==> src/rtl/bag_pkg.sv <==
// Shared types and constants for the blit address generator.
`timescale 1ns / 1ps
`default_nettype none
package bag_pkg;

    localparam int SCREEN_WIDTH  = 320;
    localparam int SCREEN_HEIGHT = 200;
    localparam int FB_SIZE       = SCREEN_WIDTH * SCREEN_HEIGHT;

    // Widest linear address: (511 + 511) + (255 + 255) * 320 needs 18 bits.
    localparam int ADDR_W = 18;
    localparam int SIDX_W = 17;

    localparam logic       REQ_START = 1'b0;
    localparam logic       REQ_STEP  = 1'b1;

    localparam logic [1:0] MODE_FILL   = 2'd0;
    localparam logic [1:0] MODE_IMAGE  = 2'd1;
    localparam logic [1:0] MODE_GLYPH  = 2'd2;
    localparam logic [1:0] MODE_CANCEL = 2'd3;

    localparam logic [1:0] CFG_IMAGE_WIDTH  = 2'd0;
    localparam logic [1:0] CFG_IMAGE_HEIGHT = 2'd1;
    localparam logic [1:0] CFG_GLYPH_WIDTH  = 2'd2;
    localparam logic [1:0] CFG_GLYPH_HEIGHT = 2'd3;

    typedef enum logic [0:0] {
        ST_READY,
        ST_BASE
    } state_t;

    typedef struct packed {
        logic start;
        logic step;
        logic base_mul;
    } cmd_t;

    typedef struct packed {
        logic busy;
        logic out_full;
    } status_t;

endpackage
`default_nettype wire

==> src/rtl/bag_ctrl.sv <==
// Controller: input handshake and command sequencing.
`timescale 1ns / 1ps
`default_nettype none
module bag_ctrl (
    input  wire logic             clk,
    input  wire logic             rst_n,
    input  wire logic             in_valid,
    output logic                  in_ready,
    input  wire logic             req_type,
    input  wire logic [1:0]       draw_mode,
    input  wire logic             out_ready,
    input  wire bag_pkg::status_t status,
    output bag_pkg::cmd_t         cmd
);

    bag_pkg::state_t state_reg;
    bag_pkg::state_t state_next;
    logic            accept;

    always_ff @(posedge clk or negedge rst_n)
    begin
        if (!rst_n)
        begin
            state_reg <= bag_pkg::ST_READY;
        end
        else
        begin
            state_reg <= state_next;
        end
    end

    always_comb
    begin
        state_next   = state_reg;
        in_ready     = 1'b0;
        cmd.start    = 1'b0;
        cmd.step     = 1'b0;
        cmd.base_mul = 1'b0;
        accept       = 1'b0;
        case (state_reg)
            bag_pkg::ST_READY:
            begin
                // take a new transaction when the output slot is free or draining
                in_ready = !status.out_full || out_ready;
                accept   = in_valid && in_ready;
                if (accept && req_type == bag_pkg::REQ_START)
                begin
                    cmd.start = 1'b1;
                    if (draw_mode == bag_pkg::MODE_GLYPH)
                    begin
                        state_next = bag_pkg::ST_BASE;
                    end
                end
                else if (accept && req_type == bag_pkg::REQ_STEP)
                begin
                    cmd.step = status.busy;
                end
            end
            bag_pkg::ST_BASE:
            begin
                // finish the glyph base multiply
                cmd.base_mul = 1'b1;
                state_next   = bag_pkg::ST_READY;
            end
            default:
            begin
                state_next = bag_pkg::ST_READY;
            end
        endcase
    end

    a_base_after_start: assert property (@(posedge clk) disable iff (!rst_n)
        state_reg == bag_pkg::ST_BASE |-> $past(cmd.start))
        else $error("glyph base state entered without a start");

endmodule
`default_nettype wire

==> src/rtl/bag_datapath.sv <==
// Datapath: command state, pixel walk, address math and output register.
`timescale 1ns / 1ps
`default_nettype none
module bag_datapath (
    input  wire logic             clk,
    input  wire logic             rst_n,
    input  wire bag_pkg::cmd_t    cmd,
    output bag_pkg::status_t      status,
    input  wire logic             cfg_we,
    input  wire logic [1:0]       cfg_index,
    input  wire logic [8:0]       cfg_data,
    input  wire logic [1:0]       draw_mode,
    input  wire logic [8:0]       dest_x,
    input  wire logic [7:0]       dest_y,
    input  wire logic [8:0]       rect_width,
    input  wire logic [7:0]       rect_height,
    input  wire logic [8:0]       src_x,
    input  wire logic [7:0]       src_y,
    input  wire logic [7:0]       pixel_value,
    input  wire logic             out_ready,
    output logic                  out_valid,
    output logic [15:0]           dest_address,
    output logic                  write_enable,
    output logic [bag_pkg::SIDX_W-1:0] source_index,
    output logic                  from_source,
    output logic [7:0]            write_value,
    output logic                  last_pixel
);

    // configuration
    logic [8:0] image_width_reg;
    logic [7:0] image_height_reg;
    logic [4:0] glyph_width_reg;
    logic [5:0] glyph_height_reg;

    // command state
    logic        busy_reg,         busy_next;
    logic [1:0]  active_mode_reg,  active_mode_next;
    logic [8:0]  row_start_x_reg,  row_start_x_next;
    logic [9:0]  cur_x_reg,        cur_x_next;
    logic [9:0]  end_x_reg,        end_x_next;
    logic [8:0]  cur_y_reg,        cur_y_next;
    logic [8:0]  end_y_reg,        end_y_next;
    logic [8:0]  src_origin_x_reg, src_origin_x_next;
    logic [7:0]  src_origin_y_reg, src_origin_y_next;
    logic [8:0]  src_col_reg,      src_col_next;
    logic [7:0]  src_row_reg,      src_row_next;
    logic [bag_pkg::SIDX_W-1:0] glyph_base_reg, glyph_base_next;
    logic [7:0]  held_value_reg,   held_value_next;
    logic [4:0]  cell_w_reg,       cell_w_next;
    logic [10:0] cell_area_reg,    cell_area_next;

    // output register
    logic        out_valid_reg, out_valid_next;
    logic [15:0] o_addr_reg;
    logic        o_we_reg;
    logic [bag_pkg::SIDX_W-1:0] o_sidx_reg;
    logic        o_from_reg;
    logic [7:0]  o_wval_reg;
    logic        o_last_reg;

    // step math
    logic [8:0]  start_w;
    logic [7:0]  start_h;
    logic [bag_pkg::ADDR_W-1:0] full_addr;
    logic [8:0]  row_mul_w;
    logic [16:0] row_prod;
    logic [17:0] sidx_sum;
    logic [bag_pkg::SIDX_W-1:0] sidx;
    logic        fb_hit;
    logic        from_w;
    logic [7:0]  wval;
    logic        x_at_end;
    logic        last_w;
    logic [8:0]  col_inc;
    logic [7:0]  row_inc;
    logic [18:0] base_prod;

    always_ff @(posedge clk or negedge rst_n)
    begin
        if (!rst_n)
        begin
            image_width_reg  <= 9'd320;
            image_height_reg <= 8'd200;
            glyph_width_reg  <= 5'd8;
            glyph_height_reg <= 6'd8;
        end
        else if (cfg_we)
        begin
            case (cfg_index)
                bag_pkg::CFG_IMAGE_WIDTH:  image_width_reg  <= cfg_data;
                bag_pkg::CFG_IMAGE_HEIGHT: image_height_reg <= cfg_data[7:0];
                bag_pkg::CFG_GLYPH_WIDTH:  glyph_width_reg  <= cfg_data[4:0];
                bag_pkg::CFG_GLYPH_HEIGHT: glyph_height_reg <= cfg_data[5:0];
                default: ;
            endcase
        end
    end

    always_comb
    begin
        // geometry of a starting command
        start_w = (draw_mode == bag_pkg::MODE_GLYPH) ? {4'd0, glyph_width_reg} : rect_width;
        start_h = (draw_mode == bag_pkg::MODE_GLYPH) ? {2'd0, glyph_height_reg} : rect_height;

        full_addr = bag_pkg::ADDR_W'(cur_x_reg)
                  + bag_pkg::ADDR_W'(cur_y_reg) * bag_pkg::ADDR_W'(bag_pkg::SCREEN_WIDTH);
        fb_hit    = full_addr < bag_pkg::ADDR_W'(bag_pkg::FB_SIZE);

        // one shared row multiplier: image stride or latched glyph cell width
        row_mul_w = (active_mode_reg == bag_pkg::MODE_GLYPH) ? {4'd0, cell_w_reg}
                                                             : image_width_reg;
        row_prod  = 17'(src_row_reg * row_mul_w);
        sidx_sum  = {1'b0, row_prod} + {9'd0, src_col_reg};
        sidx      = '0;
        from_w    = 1'b0;
        wval      = held_value_reg;
        case (active_mode_reg)
            bag_pkg::MODE_IMAGE:
            begin
                sidx   = sidx_sum[16:0];
                from_w = 1'b1;
            end
            bag_pkg::MODE_GLYPH:
            begin
                sidx   = sidx_sum[16:0] + glyph_base_reg;
                from_w = 1'b1;
                wval   = 8'd0;
            end
            default: ;
        endcase

        x_at_end = ({1'b0, cur_x_reg} + 11'd1) >= {1'b0, end_x_reg};
        last_w   = x_at_end && (({1'b0, cur_y_reg} + 10'd1) >= {1'b0, end_y_reg});
        col_inc  = src_col_reg + 9'd1;
        row_inc  = src_row_reg + 8'd1;

        base_prod = 19'(cell_area_reg * held_value_reg);

        busy_next         = busy_reg;
        active_mode_next  = active_mode_reg;
        row_start_x_next  = row_start_x_reg;
        cur_x_next        = cur_x_reg;
        end_x_next        = end_x_reg;
        cur_y_next        = cur_y_reg;
        end_y_next        = end_y_reg;
        src_origin_x_next = src_origin_x_reg;
        src_origin_y_next = src_origin_y_reg;
        src_col_next      = src_col_reg;
        src_row_next      = src_row_reg;
        glyph_base_next   = glyph_base_reg;
        held_value_next   = held_value_reg;
        cell_w_next       = cell_w_reg;
        cell_area_next    = cell_area_reg;

        if (cmd.start)
        begin
            busy_next = 1'b0;
            if (draw_mode != bag_pkg::MODE_CANCEL)
            begin
                active_mode_next = draw_mode;
                row_start_x_next = dest_x;
                cur_x_next       = {1'b0, dest_x};
                end_x_next       = {1'b0, dest_x} + {1'b0, start_w};
                cur_y_next       = {1'b0, dest_y};
                end_y_next       = {1'b0, dest_y} + {1'b0, start_h};
                held_value_next  = pixel_value;
                cell_w_next      = glyph_width_reg;
                cell_area_next   = 11'(glyph_width_reg * glyph_height_reg);
                glyph_base_next  = '0;
                if (draw_mode == bag_pkg::MODE_GLYPH)
                begin
                    src_origin_x_next = '0;
                    src_origin_y_next = '0;
                    src_col_next      = '0;
                    src_row_next      = '0;
                end
                else
                begin
                    src_origin_x_next = src_x;
                    src_origin_y_next = src_y;
                    src_col_next      = src_x;
                    src_row_next      = src_y;
                end
                busy_next = (start_w != 9'd0) && (start_h != 8'd0);
            end
        end
        else if (cmd.base_mul)
        begin
            glyph_base_next = base_prod[16:0];
        end
        else if (cmd.step)
        begin
            if (last_w)
            begin
                busy_next = 1'b0;
            end
            else
            begin
                cur_x_next   = cur_x_reg + 10'd1;
                src_col_next = col_inc;
                if (active_mode_reg == bag_pkg::MODE_IMAGE && col_inc >= image_width_reg)
                begin
                    src_col_next = src_origin_x_reg;
                end
                if (x_at_end)
                begin
                    // wrap to the next destination row
                    cur_x_next   = {1'b0, row_start_x_reg};
                    cur_y_next   = cur_y_reg + 9'd1;
                    src_col_next = src_origin_x_reg;
                    src_row_next = row_inc;
                    if (active_mode_reg == bag_pkg::MODE_IMAGE
                        && row_inc >= image_height_reg)
                    begin
                        src_row_next = src_origin_y_reg;
                    end
                end
            end
        end

        out_valid_next = cmd.step || (out_valid_reg && !out_ready);
    end

    always_ff @(posedge clk or negedge rst_n)
    begin
        if (!rst_n)
        begin
            busy_reg         <= 1'b0;
            active_mode_reg  <= bag_pkg::MODE_FILL;
            row_start_x_reg  <= '0;
            cur_x_reg        <= '0;
            end_x_reg        <= '0;
            cur_y_reg        <= '0;
            end_y_reg        <= '0;
            src_origin_x_reg <= '0;
            src_origin_y_reg <= '0;
            src_col_reg      <= '0;
            src_row_reg      <= '0;
            glyph_base_reg   <= '0;
            held_value_reg   <= '0;
            cell_w_reg       <= '0;
            cell_area_reg    <= '0;
            out_valid_reg    <= 1'b0;
        end
        else
        begin
            busy_reg         <= busy_next;
            active_mode_reg  <= active_mode_next;
            row_start_x_reg  <= row_start_x_next;
            cur_x_reg        <= cur_x_next;
            end_x_reg        <= end_x_next;
            cur_y_reg        <= cur_y_next;
            end_y_reg        <= end_y_next;
            src_origin_x_reg <= src_origin_x_next;
            src_origin_y_reg <= src_origin_y_next;
            src_col_reg      <= src_col_next;
            src_row_reg      <= src_row_next;
            glyph_base_reg   <= glyph_base_next;
            held_value_reg   <= held_value_next;
            cell_w_reg       <= cell_w_next;
            cell_area_reg    <= cell_area_next;
            out_valid_reg    <= out_valid_next;
        end
    end

    always_ff @(posedge clk)
    begin
        if (cmd.step)
        begin
            o_addr_reg <= full_addr[15:0];
            o_we_reg   <= fb_hit;
            o_sidx_reg <= sidx;
            o_from_reg <= from_w;
            o_wval_reg <= wval;
            o_last_reg <= last_w;
        end
    end

    assign status.busy     = busy_reg;
    assign status.out_full = out_valid_reg;
    assign out_valid       = out_valid_reg;
    assign dest_address    = o_addr_reg;
    assign write_enable    = o_we_reg;
    assign source_index    = o_sidx_reg;
    assign from_source     = o_from_reg;
    assign write_value     = o_wval_reg;
    assign last_pixel      = o_last_reg;

    a_x_in_range: assert property (@(posedge clk) disable iff (!rst_n)
        busy_reg |-> (cur_x_reg < end_x_reg) && (cur_y_reg < end_y_reg))
        else $error("walk position outside the rectangle while busy");

    a_last_idles: assert property (@(posedge clk) disable iff (!rst_n)
        cmd.step && last_w |=> !busy_reg)
        else $error("engine still busy after the final pixel");

    a_step_emits: assert property (@(posedge clk) disable iff (!rst_n)
        cmd.step |-> busy_reg ##1 out_valid_reg)
        else $error("step taken without a pixel transaction");

endmodule
`default_nettype wire

==> src/rtl/blit_address_generator_core.sv <==
// Top level of the blit address generator: stream ports around controller and datapath.
// A step transaction's pixel write is registered and shows in the cycle after acceptance.
// Throughput: one step per cycle while the output register is free or draining.
// A glyph start adds an ST_BASE state for the cell-area times code multiply.
// Reset (rst_n low, asynchronous) idles the engine, empties the output register and
// restores image 320x200 and glyph 8x8.
`timescale 1ns / 1ps
`default_nettype none
module blit_address_generator_core (
    input  wire logic        clk,
    input  wire logic        rst_n,
    input  wire logic        s_tvalid,
    output logic             s_tready,
    // dest_x, dest_y, rect_width, rect_height, src_x, src_y, pixel_value, zero pad
    input  wire logic [63:0] s_tdata,
    // req_type, draw_mode
    input  wire logic [2:0]  s_tuser,
    output logic             m_tvalid,
    input  wire logic        m_tready,
    // dest_address, source_index, write_value, zero pad
    output logic [47:0]      m_tdata,
    // write_enable, from_source
    output logic [1:0]       m_tuser,
    output logic             m_tlast,
    input  wire logic        cfg_we,
    input  wire logic [1:0]  cfg_index,
    input  wire logic [8:0]  cfg_data
);

    bag_pkg::cmd_t    cmd;
    bag_pkg::status_t status;
    logic [15:0]      dest_address;
    logic             write_enable;
    logic [bag_pkg::SIDX_W-1:0] source_index;
    logic             from_source;
    logic [7:0]       write_value;

    bag_ctrl u_ctrl (
        .clk       (clk),
        .rst_n     (rst_n),
        .in_valid  (s_tvalid),
        .in_ready  (s_tready),
        .req_type  (s_tuser[0]),
        .draw_mode (s_tuser[2:1]),
        .out_ready (m_tready),
        .status    (status),
        .cmd       (cmd)
    );

    bag_datapath u_datapath (
        .clk          (clk),
        .rst_n        (rst_n),
        .cmd          (cmd),
        .status       (status),
        .cfg_we       (cfg_we),
        .cfg_index    (cfg_index),
        .cfg_data     (cfg_data),
        .draw_mode    (s_tuser[2:1]),
        .dest_x       (s_tdata[8:0]),
        .dest_y       (s_tdata[16:9]),
        .rect_width   (s_tdata[25:17]),
        .rect_height  (s_tdata[33:26]),
        .src_x        (s_tdata[42:34]),
        .src_y        (s_tdata[50:43]),
        .pixel_value  (s_tdata[58:51]),
        .out_ready    (m_tready),
        .out_valid    (m_tvalid),
        .dest_address (dest_address),
        .write_enable (write_enable),
        .source_index (source_index),
        .from_source  (from_source),
        .write_value  (write_value),
        .last_pixel   (m_tlast)
    );

    assign m_tdata = {7'd0, write_value, source_index, dest_address};
    assign m_tuser = {from_source, write_enable};

endmodule
`default_nettype wire
==> config.mk <==
export PLATFORM = sky130hd
export DESIGN_NAME = blit_address_generator_core
export DESIGN_NICKNAME = d
export VERILOG_FILES = /design/src/rtl/bag_pkg.sv /design/src/rtl/bag_ctrl.sv /design/src/rtl/bag_datapath.sv /design/src/rtl/blit_address_generator_core.sv
export SDC_FILE = /design/constraint.sdc
export NUM_CORES = 1
export LEC_CHECK = 0
export BUFFER_PORTS_ARGS = -buffer_cell sky130_fd_sc_hd__buf_4
export CORE_MARGIN = 4
export CORE_UTILIZATION = 40
export DETAILED_ROUTE_END_ITERATION = 6
export GPL_TIMING_DRIVEN = 0
export SLEW_MARGIN = 30
export SYNTH_ARGS = -nofsm -noshare
export SYNTH_HDL_FRONTEND = slang
export SYNTH_HIERARCHICAL = 1
export SYNTH_SLANG_ARGS = --single-unit
export TNS_END_PERCENT = 50
==> constraint.sdc <==
create_clock -name clk -period 6.57 [get_ports clk]
set_input_delay 0.3285 -clock clk [delete_from_list [all_inputs] [get_ports clk]]
set_output_delay 0.3285 -clock clk [all_outputs]
set_load 0.02 [all_outputs]
==> results.cfg, run 1 <==
[status]
status = finished clean

[place]
place_hpwl_um = 38600
io_buffers = 123
gp_congestion = 0.887

[drt]
ant_nets = 0
drt-wirelength-per-cell_um = 18.4
num_vias = 14172
first_pass_iters = 5
viasPerCell = 5.24
drtIter0Drc = 912
drt_wl_total_um = 49800
post-route-drc-count = 0

[die]
rows = 76
die_w_um = 218
die_h_um = 218
io_pins = 136
die-area_um2 = 47700
coreArea_um2 = 43400
initial_core_util_pct = 40.8

[logic_synthesis]
synth_top_area_cell = dfrtp_1
yosysSeqAreaShare_pct = 29.4
yosys.area.top_type_share_pct = 20.9
synth_edf_count = 44
yosysUniqueCellTypes = 69
yosys-top-cells-count = nand2_1 (267), inv_1 (221), ha_1 (181), dfrtp_1 (148), fa_1 (121)
synth-main-ff-cell = dfrtp_1
synth.ff_latch_count = 199
synth.avg_cell_area_um2 = 9.20
ys_top_cells_by_area = dfrtp_1 (21%), fa_1 (14%), ha_1 (13%)
post-synth-top-count-cell = nand2_1
synthCells = 1924
yosysWarnings = 6
async_flop_share_pct = 77.9
mappedNetlistArea_um2 = 17700

[critical_path]
critical_path_arrival_ns = 6.60
cp_num_cells = 28
crit_fanout = 8
crit_type = reg -> reg
path_buf_inv = 8
crit_path_top_delay_cell = fa_1
required_ns = 6.79
reg2regPathDepth = 28
startpoint_type = flop
worst_setup_path_end_kind = flop
cpPeakStageDelay_ns = 0.54
cpLargestDelayFamily = adder cells

[grt]
antenna_found_initial = 0
grt_pass1_vias = 14097
grt_max_degree = 84
grt_remaining_overflow = 0
grt_pass1_wl_um = 78100
grtUsageTotal_pct = 21.0

[clock_tree]
clockBufferDepth = 2
clock_latency_ns = 0.48
clock-root-buffer = clkbuf_16
ctsHtreeMaxLevel = 4
clkSinkCount = 199
clkSlewWorstSetupHoldPaths_ns = 0.09
numCtsBuffers = 17
cts_tree = yes

[finish]
syn2layout_area_growth_pct = 16.5
multiInputGateArea_um2 = 11600
nNetsFinal = 2490
drive_gt1_share_pct = 14.9
n_fill_cell = 4182
seqCellArea_um2 = 5210
antenna_cells = 0

[timing]
hold_viol = 0
post-route-min-period_ns = 6.38
fin_skew_ns = 0.0218
setup_tns_ns = 0
slew_headroom_pct = 35.6
fmax_ghz = 0.157
worst_slew_pin_slew_ns = 0.957
finalMaxSlewViolations = 0
setup_violations = 0
fin_crit_sh_pct = 97.1

[job]
drv_cap = 0

[worst_hold_path]
min_path_cells = 2
hold_class = in -> reg
==> final timing paths <==
check	startpoint	endpoint	slack [ns]
worst max-delay path	u_datapath/active_mode_reg[0]	u_datapath/source_index[16]	0.19
worst min-delay path	s_tuser[0]	u_ctrl/state_reg	0.03
worst max register to register	u_datapath/active_mode_reg[0]	u_datapath/source_index[16]	0.19
worst min register to register	u_datapath/row_start_x_reg[4]	u_datapath/row_start_x_reg[4]	0.48
max in group asynchronous	rst_n	u_datapath/image_height_reg[3]	5.30
min in group asynchronous	rst_n	u_datapath/row_start_x_reg[6]	0.42
==> routing by layer <==
metal / up-vias / global-route usage, % / part of all wire, %
met5: - / 0 / 0
met4: 0 / 5.58 / 2.2
met3: 62 / 3.64 / 5.0
met2: 378 / 33.7 / 46
met1: 6971 / 29.6 / 46
li1: 6761 / - / -
==> cell families (layout without fill, tap and decap cells) <==
logic type | Yosys count | in the layout | synth area share [%]
AOI/OAI and AO/OA | 330 | 330 | 11.8
xor gates and xnor gates | 97 | 97 | 4.80
buffers and inverters | 309 | 497 | 6.95
muxes | 60 | 60 | 3.62
DFF | 199 | 199 | 29.4
adders and majority gates | 302 | 302 | 26.5
other | 1 | 7 | 0.0212
and+or+nand+nor | 626 | 626 | 16.9
==> per-stage QoR <==
stage | cells | setup WS, ns | area, um2 | hold WS, ns | utilization, %
floorplan | 1930 | 0.105 | 17700 | 0.0329 | -
global placement | 2638 | -1.45 | 19400 | 0.457 | 44.7
detailed placement | 2645 | -0.999 | 19500 | 0.355 | 44.9
CTS | 2687 | -0.00738 | 20300 | 0.00215 | 46.8
global route | 2703 | -0.0750 | 20600 | 0.00481 | 47.5
finish | 2703 | 0.190 | 20600 | 0.0290 | 47.5
==> repair_timing <==
action                                 4_1_cts  5_1_grt
pin swaps                                    6       18
buffers inserted                            10       16
endpoints found under the hold margin       70        0
gates resized for setup                     28       46
hold buffers                                 1        0
setup endpoints to repair                   10        5
==> cell usage in the layout (no fill, tap or decap), types with 25 or more instances in the layout <==
master and instances:
a21oi_1 78, ha_1 175, nor2_1 79, nor2b_1 42, o21ai_0 92, mux2i_1 25
nand3_1 50, fa_1 119, clkbuf_1 55, xnor2_1 62, and2_1 88, mux2_2 32
inv_1 219, edfxtp_1 44, nand2_1 263, a21o_1 26, buf_4 166, dfrtp_1 148
xor2_1 31
==> final cells by class <==
cell class / instances / share of cell area [%]
timing repair buffer: 157 / 5.96
clock inverter: 15 / 0.905
inverter: 221 / 4.03
sequential: 199 / 25.3
multi-input combinational: 1422 / 56.2
clock buffer: 17 / 2.06
buffer: 87 / 2.03
tap: 585 / 3.55
Power of run 1 is left out: the tool's default activity adds up to more than one toggle a clock period on the data nets, which glitch-free logic cannot reach.
==> run 2: changes to the inputs <==
==> constraint.sdc (replaced) <==
create_clock -name clk -period 6.55 [get_ports clk]
set_input_delay 0.3275 -clock clk [delete_from_list [all_inputs] [get_ports clk]]
set_output_delay 0.3275 -clock clk [all_outputs]
set_load 0.02 [all_outputs]
==> run 2 against run 1 <==
  * Die area unchanged
  * Setup slack got worse by 0.043 ns
  * Cell area increased by 1.3%
  * Largest cell class unchanged
  * Highest routed layer unchanged
==> results.cfg, run 2 (synthesis gave the netlist of run 1 again) <==
[die]
initial_core_util_pct = 40.8
io_pins = 136
die-area_um2 = 47700
die_h_um = 218
die_w_um = 218
rows = 76
coreArea_um2 = 43400

[status]
status = finished clean

[drt]
num_vias = 14232
drt_wl_total_um = 50100
drtIter0Drc = 956
drt-wirelength-per-cell_um = 18.4
first_pass_iters = 6
ant_nets = 0
viasPerCell = 5.23
post-route-drc-count = 0

[grt]
grt_max_degree = 84
grt_pass1_vias = 14096
grt_pass1_wl_um = 78200
grtUsageTotal_pct = 21.0
grt_remaining_overflow = 0
antenna_found_initial = 0

[finish]
antenna_cells = 0
final_cell_mix = nand2_1 (259), inv_1 (218), buf_4 (181)
layout_commonest_cell = nand2_1
drive_gt1_share_pct = 16.3
nNetsFinal = 2506
syn2layout_area_growth_pct = 17.9

[clock_tree]
ctsHtreeMaxLevel = 4
clkSinkCount = 199
cts_tree = yes
clock_latency_ns = 0.48
clockBufferDepth = 2
clock-root-buffer = clkbuf_16
numCtsBuffers = 17
clkSlewWorstSetupHoldPaths_ns = 0.09

[critical_path]
cp_num_cells = 30
r2r_setup_slack_ns = 0.15
reg2regPathDepth = 30
crit_type = reg -> reg
crit_fanout = 6
worst_setup_path_end_kind = flop
critical_path_arrival_ns = 6.63
startpoint = u_datapath/active_mode_reg[0]
r2r-end = u_datapath/source_index[16]
startpoint_type = flop
path_buf_inv = 5
cp_common_cell = ha_4
crit_path_top_delay_cell = fa_1
required_ns = 6.78
worstReg2RegStart = u_datapath/active_mode_reg[0]
cpPeakStageDelay_ns = 0.53
cpLargestDelayFamily = adder cells

[timing]
slew_headroom_pct = 37.6
fin_crit_sh_pct = 97.7
fmax_ghz = 0.156
finalMaxSlewViolations = 0
hold_ws_ns = 0.0253
hold_viol = 0
fin_skew_ns = 0.0211
worst_slew_pin_slew_ns = 0.927
setup_violations = 0
setup_tns_ns = 0
post-route-min-period_ns = 6.40

[worst_hold_path]
hold_class = in -> reg
holdCritStartpoint = s_tuser[0]
min_path_cells = 2
hold_path_end = u_ctrl/state_reg

[place]
io_buffers = 123
place_hpwl_um = 38600
gp_congestion = 0.887

[job]
drv_cap = 0
run 2: changes by cell type in the layout (fill, tap and decap cells not counted), moves of 4 or more:
cell	delta
nand2_2	+4
nand2_1	-4
buf_4	+15
ha_4	+8
ha_1	-7
run 2: routing by layer:
metal,GRT usage [%],vias to the layer above,part of all wire [%]
met1,29.7,6986,46
met3,3.56,53,5.5
met5,0,-,0
met4,5.54,0,1.8
met2,33.7,409,47
li1,-,6784,-
run 2: worst max path at each step:
stage / slack, ns / to
4_1_cts: -0.03 / u_datapath/source_index[16]
3_5_place_dp: -1.02 / u_datapath/source_index[16]
3_3_place_gp: -1.47 / u_datapath/cur_y_reg[2]
5_1_grt: -0.08 / u_datapath/source_index[16]
2_1_floorplan: 0.08 / u_datapath/source_index[16]
6_report: 0.15 / u_datapath/source_index[16]
run 2: cell type report:
type                    instances  area [um2]
well taps                     585         732
plain buffers                  87         418
clock inverters                15         186
clock buffers                  17         425
fillers                      4156       22500
flip-flops and latches        199        5210
multi-input cells            1422       11700
inverters                     221         830
repair buffers                173        1360
run 2: worst reg2reg max path: cells and delay by family (launching register included):
family	cells	cell delay, ns
fa+ha+maj	8	2.56
compound gates	9	1.56
simple gates	5	0.50
buf+inv	5	0.49
flops	1	0.40
mux	1	0.33
xor+xnor	2	0.30
run 2: metrics by stage:
step,cells,util (%),area [um2],setup WS (ns)
after CTS,2687,46.8,20300,-0.0274
after global placement,2638,44.7,19400,-1.47
final,2719,48.1,20900,0.148
after global routing,2719,48.1,20900,-0.0754
after detailed placement,2645,44.9,19500,-1.02
after floorplan,1930,-,17700,0.0847
run 2: timing repair:
action | CTS | global route
setup endpoints to repair | 10 | 5
buffers inserted | 10 | 32
hold endpoints to repair | 70 | 0
hold buffers | 1 | 0
resized for setup | 29 | 63
pin swaps | 6 | 38
Power of run 2 is left out for the same reason.
